File: config.mk
export PLATFORM = sky130hd
export DESIGN_NAME = sprite_movie_command_parser_top
export DESIGN_NICKNAME = d
export VERILOG_FILES = /design/src/design/smcp_pkg.sv /design/src/design/sprite_movie_command_parser_top.sv /design/src/design/smcp_fifo.sv /design/src/design/smcp_exec.sv
export SDC_FILE = /design/constraint.sdc
export NUM_CORES = 1
export LEC_CHECK = 0
export ABC_CLOCK_PERIOD_IN_PS = 9700
export BUFFER_PORTS_ARGS = -buffer_cell sky130_fd_sc_hd__buf_2
export CELL_PAD_IN_SITES_DETAIL_PLACEMENT = 0
export CELL_PAD_IN_SITES_GLOBAL_PLACEMENT = 1
export CORE_MARGIN = 1.5
export CORE_UTILIZATION = 49
export CTS_CLUSTER_DIAMETER = 200
export DETAILED_ROUTE_END_ITERATION = 16
export GPL_ROUTABILITY_DRIVEN = 0
export PLACE_DENSITY_LB_ADDON = 0.1
export SYNTH_ARGS = -nofsm -noshare
export SYNTH_HDL_FRONTEND = slang
export SYNTH_HIERARCHICAL = 1
export SYNTH_SLANG_ARGS = --single-unit
File: constraint.sdc
create_clock -name clk -period 9.7 [get_ports clk]
set_input_delay 0.485 -clock clk [delete_from_list [all_inputs] [get_ports clk]]
set_output_delay 0.485 -clock clk [all_outputs]
set_load 0.1 [all_outputs]
File: src/design/smcp_pkg.sv
// Shared types and constants for the sprite movie command parser.
package smcp_pkg;

  localparam logic [3:0] MODE_IDLE   = 4'd0;
  localparam logic [3:0] MODE_CMD    = 4'd1;
  localparam logic [3:0] MODE_FIELDS = 4'd2;
  localparam logic [3:0] MODE_PIXELS = 4'd3;
  localparam logic [3:0] MODE_WAIT   = 4'd4;
  localparam logic [3:0] MODE_SKIP   = 4'd5;

  localparam logic [2:0] KIND_WINDOW   = 3'd0;
  localparam logic [2:0] KIND_PIXEL    = 3'd1;
  localparam logic [2:0] KIND_FILL     = 3'd2;
  localparam logic [2:0] KIND_SEEK     = 3'd3;
  localparam logic [2:0] KIND_WAITDONE = 3'd4;
  localparam logic [2:0] KIND_END      = 3'd5;
  localparam logic [2:0] KIND_ABORT    = 3'd6;

  localparam logic [1:0] REQ_BYTE  = 2'd0;
  localparam logic [1:0] REQ_TICK  = 2'd1;
  localparam logic [1:0] REQ_KEY   = 2'd2;
  localparam logic [1:0] REQ_START = 2'd3;

  localparam logic [1:0] CFG_WIDTH  = 2'd0;
  localparam logic [1:0] CFG_HEIGHT = 2'd1;
  localparam logic [1:0] CFG_MASK   = 2'd2;

  localparam logic [7:0] CH_P = 8'h50;
  localparam logic [7:0] CH_F = 8'h46;
  localparam logic [7:0] CH_WB = 8'h57;
  localparam logic [7:0] CH_WS = 8'h77;
  localparam logic [7:0] CH_N = 8'h4E;
  localparam logic [7:0] CH_SB = 8'h53;
  localparam logic [7:0] CH_SS = 8'h73;
  localparam logic [7:0] CH_A = 8'h41;
  localparam logic [7:0] CH_Z = 8'h5A;

  // one result item
  typedef struct packed {
    logic [2:0]         kind;
    logic signed [10:0] coord_a;
    logic signed [10:0] coord_b;
    logic signed [10:0] coord_c;
    logic signed [10:0] coord_d;
    logic [15:0]        payload;
  } res_t;

  // classified request handed from front to back
  typedef struct packed {
    logic [1:0] req_type;
    logic [7:0] data_byte;
    logic       block_start;
  } req_t;

  function automatic logic [2:0] fields_needed(input logic [7:0] c);
    case (c)
      CH_P:  fields_needed = 3'd4;
      CH_F:  fields_needed = 3'd6;
      CH_WB: fields_needed = 3'd1;
      CH_WS: fields_needed = 3'd2;
      CH_SB: fields_needed = 3'd1;
      CH_SS: fields_needed = 3'd2;
      CH_A:  fields_needed = 3'd2;
      default: fields_needed = 3'd0;
    endcase
  endfunction

endpackage

File: src/design/sprite_movie_command_parser_top.sv
// Top level of the sprite movie command parser.
//
// Channels: input queue (in_push / in_full) takes one request per cycle while in_full is low:
//   file byte, millisecond tick, key event or start. Result queue
//   (out_empty / out_pop) presents the oldest result on the out_ ports.
// cfg_valid / cfg_ready writes screen width (0), height (1) and the key
//   ignore mask (2); cfg_ready is always high.
// Front: a two-entry request queue. Back: the command state machine, which
//   takes one request per cycle while the two-entry result queue has room.
// Path: a request is registered in the request queue, handled combinationally
//   by the back end, and its result is registered in the result queue, whose
//   oldest entry is on the out_ ports.
// Throughput: one request per cycle while the result queue has room.
// Reset: parser goes idle (waits for a start request), origin and timer
//   clear, registers return to 160 / 128 / 1.
// Receiver stall: the result queue fills, the back end stops taking
//   requests, the request queue fills and in_full rises. Nothing is lost.
module sprite_movie_command_parser_top (
  input  logic        clk,
  input  logic        rst_n,
  input  logic        in_push,
  output logic        in_full,
  input  logic [1:0]  in_req_type,
  input  logic [7:0]  in_data_byte,
  input  logic        in_block_start,
  output logic        out_empty,
  input  logic        out_pop,
  output logic [2:0]  out_kind,
  output logic signed [10:0] out_coord_a,
  output logic signed [10:0] out_coord_b,
  output logic signed [10:0] out_coord_c,
  output logic signed [10:0] out_coord_d,
  output logic [15:0] out_payload,
  input  logic        cfg_valid,
  output logic        cfg_ready,
  input  logic [1:0]  cfg_index,
  input  logic [9:0]  cfg_data
);
  logic [9:0] scr_w_r, scr_h_r;
  logic [7:0] mask_r;
  smcp_pkg::req_t req_in, req_q;
  smcp_pkg::res_t res_d, res_q;
  logic req_empty, req_take, res_valid, res_full;

  assign cfg_ready = 1'b1;
  always_ff @(posedge clk) begin
    if (!rst_n) begin
      scr_w_r <= 10'd160; scr_h_r <= 10'd128; mask_r <= 8'd1;
    end else if (cfg_valid) begin
      case (cfg_index)
        smcp_pkg::CFG_WIDTH:  scr_w_r <= cfg_data;
        smcp_pkg::CFG_HEIGHT: scr_h_r <= cfg_data;
        smcp_pkg::CFG_MASK:   mask_r  <= cfg_data[7:0];
        default: ;
      endcase
    end
  end

  assign req_in = '{req_type: in_req_type, data_byte: in_data_byte,
                    block_start: in_block_start};

  smcp_fifo #(.W($bits(smcp_pkg::req_t))) u_req_q (
    .clk, .rst_n, .wr_en(in_push), .wr_data(req_in), .full(in_full),
    .rd_en(req_take), .rd_data(req_q), .empty(req_empty));

  smcp_exec u_exec (
    .clk, .rst_n, .req_valid(!req_empty), .req(req_q), .req_take,
    .scr_w(scr_w_r), .scr_h(scr_h_r), .key_mask(mask_r),
    .res_valid, .res(res_d), .res_full);

  smcp_fifo #(.W($bits(smcp_pkg::res_t))) u_res_q (
    .clk, .rst_n, .wr_en(res_valid), .wr_data(res_d), .full(res_full),
    .rd_en(out_pop), .rd_data(res_q), .empty(out_empty));

  assign out_kind    = res_q.kind;
  assign out_coord_a = res_q.coord_a;
  assign out_coord_b = res_q.coord_b;
  assign out_coord_c = res_q.coord_c;
  assign out_coord_d = res_q.coord_d;
  assign out_payload = res_q.payload;

  // a result is only produced for a request actually taken
  a_res_needs_req: assert property (@(posedge clk) disable iff (!rst_n)
    res_valid |-> req_take) else $error("result without request");
  // result queue never overflows
  a_no_overflow: assert property (@(posedge clk) disable iff (!rst_n)
    res_full |-> !req_take) else $error("request taken while result queue full");
  // kind stays in the defined range
  a_kind_range: assert property (@(posedge clk) disable iff (!rst_n)
    !out_empty |-> out_kind != 3'd7) else $error("undefined result kind");
endmodule

File: src/design/smcp_fifo.sv
// Small two-entry request/result queue.
module smcp_fifo #(
  parameter int W = 11
) (
  input  logic         clk,
  input  logic         rst_n,
  input  logic         wr_en,
  input  logic [W-1:0] wr_data,
  output logic         full,
  input  logic         rd_en,
  output logic [W-1:0] rd_data,
  output logic         empty
);
  logic [W-1:0] mem_r [2];
  logic         wp_r, rp_r;
  logic [1:0]   cnt_r;

  assign full    = (cnt_r == 2'd2);
  assign empty   = (cnt_r == 2'd0);
  assign rd_data = mem_r[rp_r];

  always_ff @(posedge clk) begin
    if (wr_en && !full) mem_r[wp_r] <= wr_data;
  end

  always_ff @(posedge clk) begin
    if (!rst_n) begin
      wp_r <= 1'b0; rp_r <= 1'b0; cnt_r <= 2'd0;
    end else begin
      if (wr_en && !full) wp_r <= ~wp_r;
      if (rd_en && !empty) rp_r <= ~rp_r;
      cnt_r <= cnt_r + {1'b0, wr_en && !full} - {1'b0, rd_en && !empty};
    end
  end
endmodule

File: src/design/smcp_exec.sv
// Back end: command state machine that turns requests into results.
module smcp_exec (
  input  logic             clk,
  input  logic             rst_n,
  input  logic             req_valid,
  input  smcp_pkg::req_t   req,
  output logic             req_take,
  input  logic [9:0]       scr_w,
  input  logic [9:0]       scr_h,
  input  logic [7:0]       key_mask,
  output logic             res_valid,
  output smcp_pkg::res_t   res,
  input  logic             res_full
);
  logic [3:0]  mode_r, mode_nxt;
  logic [7:0]  cmd_r, cmd_nxt;
  logic [2:0]  fidx_r, fidx_nxt;
  logic [7:0]  fs_r [5];
  logic [16:0] left_r, left_nxt;
  logic signed [10:0] ox_r, ox_nxt, oy_r, oy_nxt;
  logic [15:0] el_r, el_nxt, tgt_r, tgt_nxt;
  logic [7:0]  v;
  logic        wr_fs;
  logic [15:0] tnew;
  logic signed [10:0] sx, sy, dx, dy;

  // only take a request when a result slot is free
  assign req_take = req_valid && !res_full;
  assign v = req.data_byte;
  assign sx = $signed({1'b0, scr_w}) - $signed({3'b000, fs_r[0]});
  assign sy = $signed({1'b0, scr_h}) - $signed({3'b000, v});

  always_comb begin
    mode_nxt = mode_r; cmd_nxt = cmd_r; fidx_nxt = fidx_r; left_nxt = left_r;
    ox_nxt = ox_r; oy_nxt = oy_r; el_nxt = el_r; tgt_nxt = tgt_r;
    wr_fs = 1'b0; res_valid = 1'b0; res = '0; tnew = '0;
    dx = '0; dy = '0;
    if (req_take) begin
      if (req.req_type == smcp_pkg::REQ_START) begin
        mode_nxt = smcp_pkg::MODE_CMD; cmd_nxt = '0; fidx_nxt = '0; left_nxt = '0;
        ox_nxt = '0; oy_nxt = '0; el_nxt = '0; tgt_nxt = '0;
      end else if (mode_r == smcp_pkg::MODE_IDLE) begin
        mode_nxt = mode_r;
      end else if (req.req_type == smcp_pkg::REQ_TICK) begin
        if (el_r != 16'hFFFF) el_nxt = el_r + 16'd1;
        if (mode_r == smcp_pkg::MODE_WAIT && el_nxt >= tgt_r) begin
          el_nxt = '0; mode_nxt = smcp_pkg::MODE_CMD;
          res_valid = 1'b1; res.kind = smcp_pkg::KIND_WAITDONE;
        end
      end else if (req.req_type == smcp_pkg::REQ_KEY) begin
        if (mode_r == smcp_pkg::MODE_WAIT && (v & ~key_mask) != 8'd0) begin
          mode_nxt = smcp_pkg::MODE_IDLE;
          res_valid = 1'b1; res.kind = smcp_pkg::KIND_ABORT; res.payload = {8'd0, v};
        end
      end else begin
        case (mode_r)
          smcp_pkg::MODE_CMD, smcp_pkg::MODE_SKIP: begin
            if (mode_r == smcp_pkg::MODE_CMD || req.block_start) begin
              mode_nxt = smcp_pkg::MODE_CMD;
              if (v == smcp_pkg::CH_N) mode_nxt = smcp_pkg::MODE_SKIP;
              else if (v == smcp_pkg::CH_Z) begin
                mode_nxt = smcp_pkg::MODE_IDLE;
                res_valid = 1'b1; res.kind = smcp_pkg::KIND_END;
              end else if (smcp_pkg::fields_needed(v) != 3'd0) begin
                cmd_nxt = v; fidx_nxt = '0; mode_nxt = smcp_pkg::MODE_FIELDS;
              end
            end
          end
          smcp_pkg::MODE_FIELDS: begin
            wr_fs = 1'b1;
            fidx_nxt = fidx_r + 3'd1;
            if (fidx_nxt >= smcp_pkg::fields_needed(cmd_r)) begin
              mode_nxt = smcp_pkg::MODE_CMD;
              case (cmd_r)
                smcp_pkg::CH_P: begin
                  // last field is h = v
                  left_nxt = {(16'(fs_r[2]) * 16'(v)), 1'b0};
                  if (left_nxt != 17'd0) begin
                    mode_nxt = smcp_pkg::MODE_PIXELS;
                    res_valid = 1'b1; res.kind = smcp_pkg::KIND_WINDOW;
                    res.coord_a = ox_r + $signed({3'b000, fs_r[0]});
                    res.coord_b = oy_r + $signed({3'b000, fs_r[1]});
                    res.coord_c = res.coord_a + $signed({3'b000, fs_r[2]}) - 11'sd1;
                    res.coord_d = res.coord_b + $signed({3'b000, v}) - 11'sd1;
                  end
                end
                smcp_pkg::CH_F: begin
                  res_valid = 1'b1; res.kind = smcp_pkg::KIND_FILL;
                  res.coord_a = ox_r + $signed({3'b000, fs_r[0]});
                  res.coord_b = oy_r + $signed({3'b000, fs_r[1]});
                  res.coord_c = $signed({3'b000, fs_r[2]});
                  res.coord_d = $signed({3'b000, fs_r[3]});
                  res.payload = {fs_r[4], v};
                end
                smcp_pkg::CH_WB, smcp_pkg::CH_WS: begin
                  tnew = (cmd_r == smcp_pkg::CH_WB) ? {8'd0, v} : {fs_r[0], v};
                  tgt_nxt = tnew; mode_nxt = smcp_pkg::MODE_WAIT;
                  if (el_r >= tnew) begin
                    el_nxt = '0; mode_nxt = smcp_pkg::MODE_CMD;
                    res_valid = 1'b1; res.kind = smcp_pkg::KIND_WAITDONE;
                  end
                end
                smcp_pkg::CH_SB, smcp_pkg::CH_SS: begin
                  mode_nxt = smcp_pkg::MODE_SKIP;
                  res_valid = 1'b1; res.kind = smcp_pkg::KIND_SEEK;
                  res.payload = (cmd_r == smcp_pkg::CH_SB) ? {8'd0, v} : {fs_r[0], v};
                end
                smcp_pkg::CH_A: begin
                  // floor halving of screen minus content size
                  dx = sx >>> 1; dy = sy >>> 1;
                  ox_nxt = dx; oy_nxt = dy;
                end
                default: mode_nxt = smcp_pkg::MODE_CMD;
              endcase
            end
          end
          smcp_pkg::MODE_PIXELS: begin
            left_nxt = left_r - 17'd1;
            if (left_nxt == 17'd0) mode_nxt = smcp_pkg::MODE_CMD;
            res_valid = 1'b1; res.kind = smcp_pkg::KIND_PIXEL; res.payload = {8'd0, v};
          end
          default: mode_nxt = mode_r;
        endcase
      end
    end
  end

  always_ff @(posedge clk) begin
    if (!rst_n) begin
      fs_r <= '{default: 8'd0};
    end else if (req_take && req.req_type == smcp_pkg::REQ_BYTE && wr_fs && fidx_r < 3'd5) begin
      fs_r[fidx_r] <= v;
    end
  end

  always_ff @(posedge clk) begin
    if (!rst_n) begin
      mode_r <= smcp_pkg::MODE_IDLE; cmd_r <= '0; fidx_r <= '0; left_r <= '0;
      ox_r <= '0; oy_r <= '0; el_r <= '0; tgt_r <= '0;
    end else begin
      mode_r <= mode_nxt; cmd_r <= cmd_nxt; fidx_r <= fidx_nxt; left_r <= left_nxt;
      ox_r <= ox_nxt; oy_r <= oy_nxt; el_r <= el_nxt; tgt_r <= tgt_nxt;
    end
  end
endmodule

# Word level (Yosys, flattened, before mapping)
# Memories as Yosys holds them, arrays and structs flattened. A register that Yosys moved wholly into a read port is not among the register bits.
# Index checks and enable logic that the tools add are counted.
# word_totals
output_inout_bits,66
mem_count,2
register_bits,162
inputBits,28
ram_bits,148
# memory_table
name,words,width,read_ports,rd_clocked_by_memory_dff,wr,line_no,source
u_res_q.mem_r,2,63,1,1,1,smcp_fifo.sv:14,logic [W-1:0] mem_r [2];
u_req_q.mem_r,2,11,1,1,1,smcp_fifo.sv:14,
# classes
eq_ne,46
n_mul,1
mux,150
n_addsub,15
bitwise_logic,7
order_cmp,6
reduce_logical,57
# op_table
cell,count
$mux 16,24
$mux 63,4
$mux 11,14
$mux 44,3
$eq 8x7->1 const B,16
$mux 17,6
$mux 3,32
$mux 8,11
$pmux 44 s2,1
$pmux 16 s2,2
$mux 60,1
$add 11x9->11,4
$mux 4,11
$bwmux 40,1
$pmux 3 s4,3
$pmux 17 s2,1
$ge 16x16->1,2
$reduce_and 7->1,4
$mux 1,27
$demux 8 s3,1
$pmux 4 s3,2
$sub 10x8->11,2
$sub 11x2->11 const B,2
$reduce_bool 3->1,7
44 further kinds,101

# Logic depth before layout (Yosys ltp)
# logic_depth
ltp_word,22
ltp_mapped,30

# By module
# Netlist, hierarchy kept.
# modules_own_cells
mod,area_per_inst_um2,cells_each,instances
smcp_exec,11952.7,1585,1
smcp_fifo at u_res_q,5084.9,221,1
sprite_movie_command_parser_top,1098.6,111,1
smcp_fifo at u_req_q,1028.5,59,1

# Worst setup path before layout
# No wires, ideal clock.
# synth_timing
path_type,reg2reg
startpoint,register (tool-made name)
endpoint,"memory u_res_q/mem_r[0][0] (netlist bit), enable pin"
setup_time_ns,0.484
period_less_slack_ns,8.866
path_buffers,3
slack_ns,0.834
arrival_ns,8.381
required_time_ns,9.216
path_stages_with_launch,24
path_cell_list,dfxtp_1 -> buf_4 -> mux2_2 -> clkbuf_1 -> inv_1 -> clkbuf_1 -> nor2_1 -> fa_1 -> fa_1 -> fa_1 -> inv_1 -> fa_1 -> inv_1 -> ha_1 -> o211ai_1 -> o21ai_0 -> a21oi_1 -> xor2_1 -> a31oi_1 -> o41ai_4 -> a31o_2 -> a31oi_1 -> nand2_1 -> nor2_1
# synth_rtl
item,line_no
end: declaration,smcp_fifo.sv:14

==> impl_metrics.yaml <==
logic_synthesis:
  ys_ff_latch: 309
  synth.area.mux_share_pct: 8.77
  yosys_warnings: 6
  async_reset_ff_share_pct: 0
  yosysSeqAreaShare_pct: 40.0
  ys_types: 77
  synthAdderAreaFrac_pct: 13.7
  postSynthCellCount: 1976
  synthSimpleGateAreaFrac_pct: 16.2
  synth-main-ff-cell: "dfxtp_1"
  yosys.area_share.xor_xnor_pct: 3.70
  synth_area_mm2: 0.0192
  synth_top_family_by_area: "simple AND/OR/NAND/NOR gates"
  avgSynthCellArea_um2: 9.70
  synth_compound_area_share_pct: 12.2
  syn_nets: 2189
  synth_edf_count: 148
power:
  p_per_area_mw_per_mm2: 210
  p_leak_nw: 8.75
  vdd_drop_max_mv: 0.168
critical_path:
  reg2reg_slack_ns: 1.72
  path_class: "reg -> reg"
  arrival_ns: 8.20
  endpoint_kind: "register"
  start_kind: "register"
  crit_path_max_fanout: 29
  cp.required_ns: 9.92
drt:
  drc_errors: 0
  wl_per_cell_um: 20.4
  wirelength_um: 52500
  routed_via_density: 5.70
  drtAntennaViolNets: 0
  vias: 14700
  firstDrtPassIters: 9
  drtIter0Drc: 1190
cts:
  post_cts_buffers: 0
  cts_buffers: 35
  post_cts_resized: 0
  cts_max_level: 2
  clk_latency_ns: 0.56
  clockBufferDepth: 3
  cts_hold_buf: 0
  cts_root_buffer: "clkbuf_16"
  cts.sinks: 309
  tritoncts: "yes"
  path_clk_slew_ns: 0.06
placed_design:
  place_hpwl_um: 38900
  dp_slack_ns: 1.81
  placed_area_mm2: 0.0200
  io_buffers: 92
timing:
  final_hold_viol_count: 0
  setup_tns_ns: 0
  clock-skew-final_ns: 0.0230
  clock.fmax_ghz: 0.125
  fin_crit_sh_pct: 82.3
  tightest_slew_ns: 1.21
  slew_headroom_pct: 18.4
  fin_ws_ns: 1.72
  finalSetupViolCount: 0
  slew_violations: 0
  rsz0062_at_grt: "false"
  period_minus_slack_ns: 7.98
job:
  drv_cap: 0
cells_and_area:
  layout_commonest_cell: "nor2_1"
  n_antenna_cell: 0
  layout_common_cells: "nor2_1 (265), nand2_1 (165), dfxtp_1 (160)"
  syn_to_final_growth_pct: 10.4
  layout.nets: 2252
  fin_area_mm2: 0.0212
  layout-drive-gt1-share_pct: 12.7
floorplan:
  pin_count: 94
  core_mm2: 0.0386
  rows: 72
  die_h_um: 201
  dieArea_mm2: 0.0403
  die_w_um: 201
  start_util_pct: 49.6
global_routing:
  overflow: 0
  grt_max_degree: 91
  track_usage_pct: 26.2
  grt_pass1_vias: 14000
  antenna_found_initial: 1
  grt_pass1_wl_um: 81500
worst_hold_path:
  hold_class: "in -> reg"
  hp-start: "in_data_byte[1]"
status:
  status: "completed"
[critical path: stages (launching register included)]
cell,delay (ns)
dfxtp_1,0.62
mux2_2,0.48
inv_1,0.55
nor2_1,0.16
fa_1,0.48
fa_1,0.54
inv_1,0.05
fa_1,0.46
fa_1,0.55
inv_1,0.04
ha_1,0.34
o211ai_1,0.14
o21a_1,0.18
o21ai_0,0.41
a31oi_1,0.18
xnor2_1,0.39
o41ai_4,0.22
a31o_2,0.29
a31oi_1,0.23
nand2_1,0.18
nor2_4,0.66
buf_4,0.46
[cells by family (layout without fill, tap and decap cells)]
family                   count (synthesis)  in the layout
buffers and inverters                  236            321
AND/OR/NAND/NOR                        669            669
flip-flops                             309            309
AO/OA/AOI/OAI                          359            359
adder cells (fa/ha/maj)                185            185
multiplexers                           136            136
other                                    1              1
XOR/XNOR                                81             81
[synthesized netlist by cell type (23+ instances only)]
master    instances  area, um2
a21o_1           30        225
nor2_1          267       1000
dfxtp_1         161       3220
nor2b_1          32        200
nand3_1          41        205
nand2_1         165        619
edfxtp_1        148       4440
mux2i_1          61        611
nor3_1           40        200
ha_1            143       1790
o21ai_0          64        320
a21oi_1         113        566
clkbuf_1         55        206
xor2_1           39        342
fa_1             42        841
nor4_1           23        144
a22oi_1          23        173
mux2_4           60        901
inv_1           146        548
xnor2_1          42        368
[final cells by class]
type | count | area [um2]
timing repair buffer | 107 | 573
multi-input combinational | 1431 | 10500
fill | 3487 | 17500
sequential | 309 | 7670
clock inverter | 19 | 292
inverter | 155 | 582
clock buffer | 40 | 915
tap | 518 | 648
[metal layers]
metal | vias up | GRT usage (%) | share of wire [%]
met5 | - | 0 | 0.025
li1 | 7055 | - | -
met1 | 7082 | 36.5 | 45
met3 | 67 | 6.28 | 7.8
met2 | 501 | 41.1 | 45
met4 | 2 | 6.50 | 2.0
[power breakdown]
part           internal [mW]  switching [mW]  total (mW)
registers               1.42          0.0503        1.47
logic                  0.442            1.12        1.56
clock network          0.865           0.544        1.41
total                   2.72            1.71        4.44
[per-stage QoR]
stage          power [mW]  hold WS [ns]  cells  util, %
6_report             4.44         0.121   2579     54.8
5_1_grt              4.63         0.107   2579     54.8
4_1_cts              4.46        0.0971   2579     54.8
3_5_place_dp         3.05         0.446   2520     51.6
3_3_place_gp         3.04         0.441   2520     51.6
2_1_floorplan        2.78         0.430   1976        -
[path summary, 6_finish.rpt]
check | to | depth (start not counted)
hold / removal | u_req_q/mem_r[0][2] | 1
hold reg to reg | u_exec/tgt_r[10] | 2
setup / recovery | u_res_q/mem_r[0][58] | 21
setup reg to reg | u_res_q/mem_r[0][58] | 21
[registers in the layout (all words and copies together), names as in the netlist, named ones only]
signal and flops:
u_res_q/wp_r 1, u_exec/el_r 16, u_req_q/mem_r 22, u_exec/mode_r 3, u_exec/tgt_r 16, u_res_q/cnt_r 2
u_res_q/rp_r 1, u_req_q/rp_r 1, u_req_q/wp_r 1, u_exec/fidx_r 3, u_exec/cmd_r 8, u_req_q/cnt_r 2
scr_h_r 10, u_exec/oy_r 10, scr_w_r 10, u_res_q/mem_r 126, u_exec/left_r 17, mask_r 8
u_exec/ox_r 10, u_exec/fs_r 40
(Power assumes the default switching activity.)
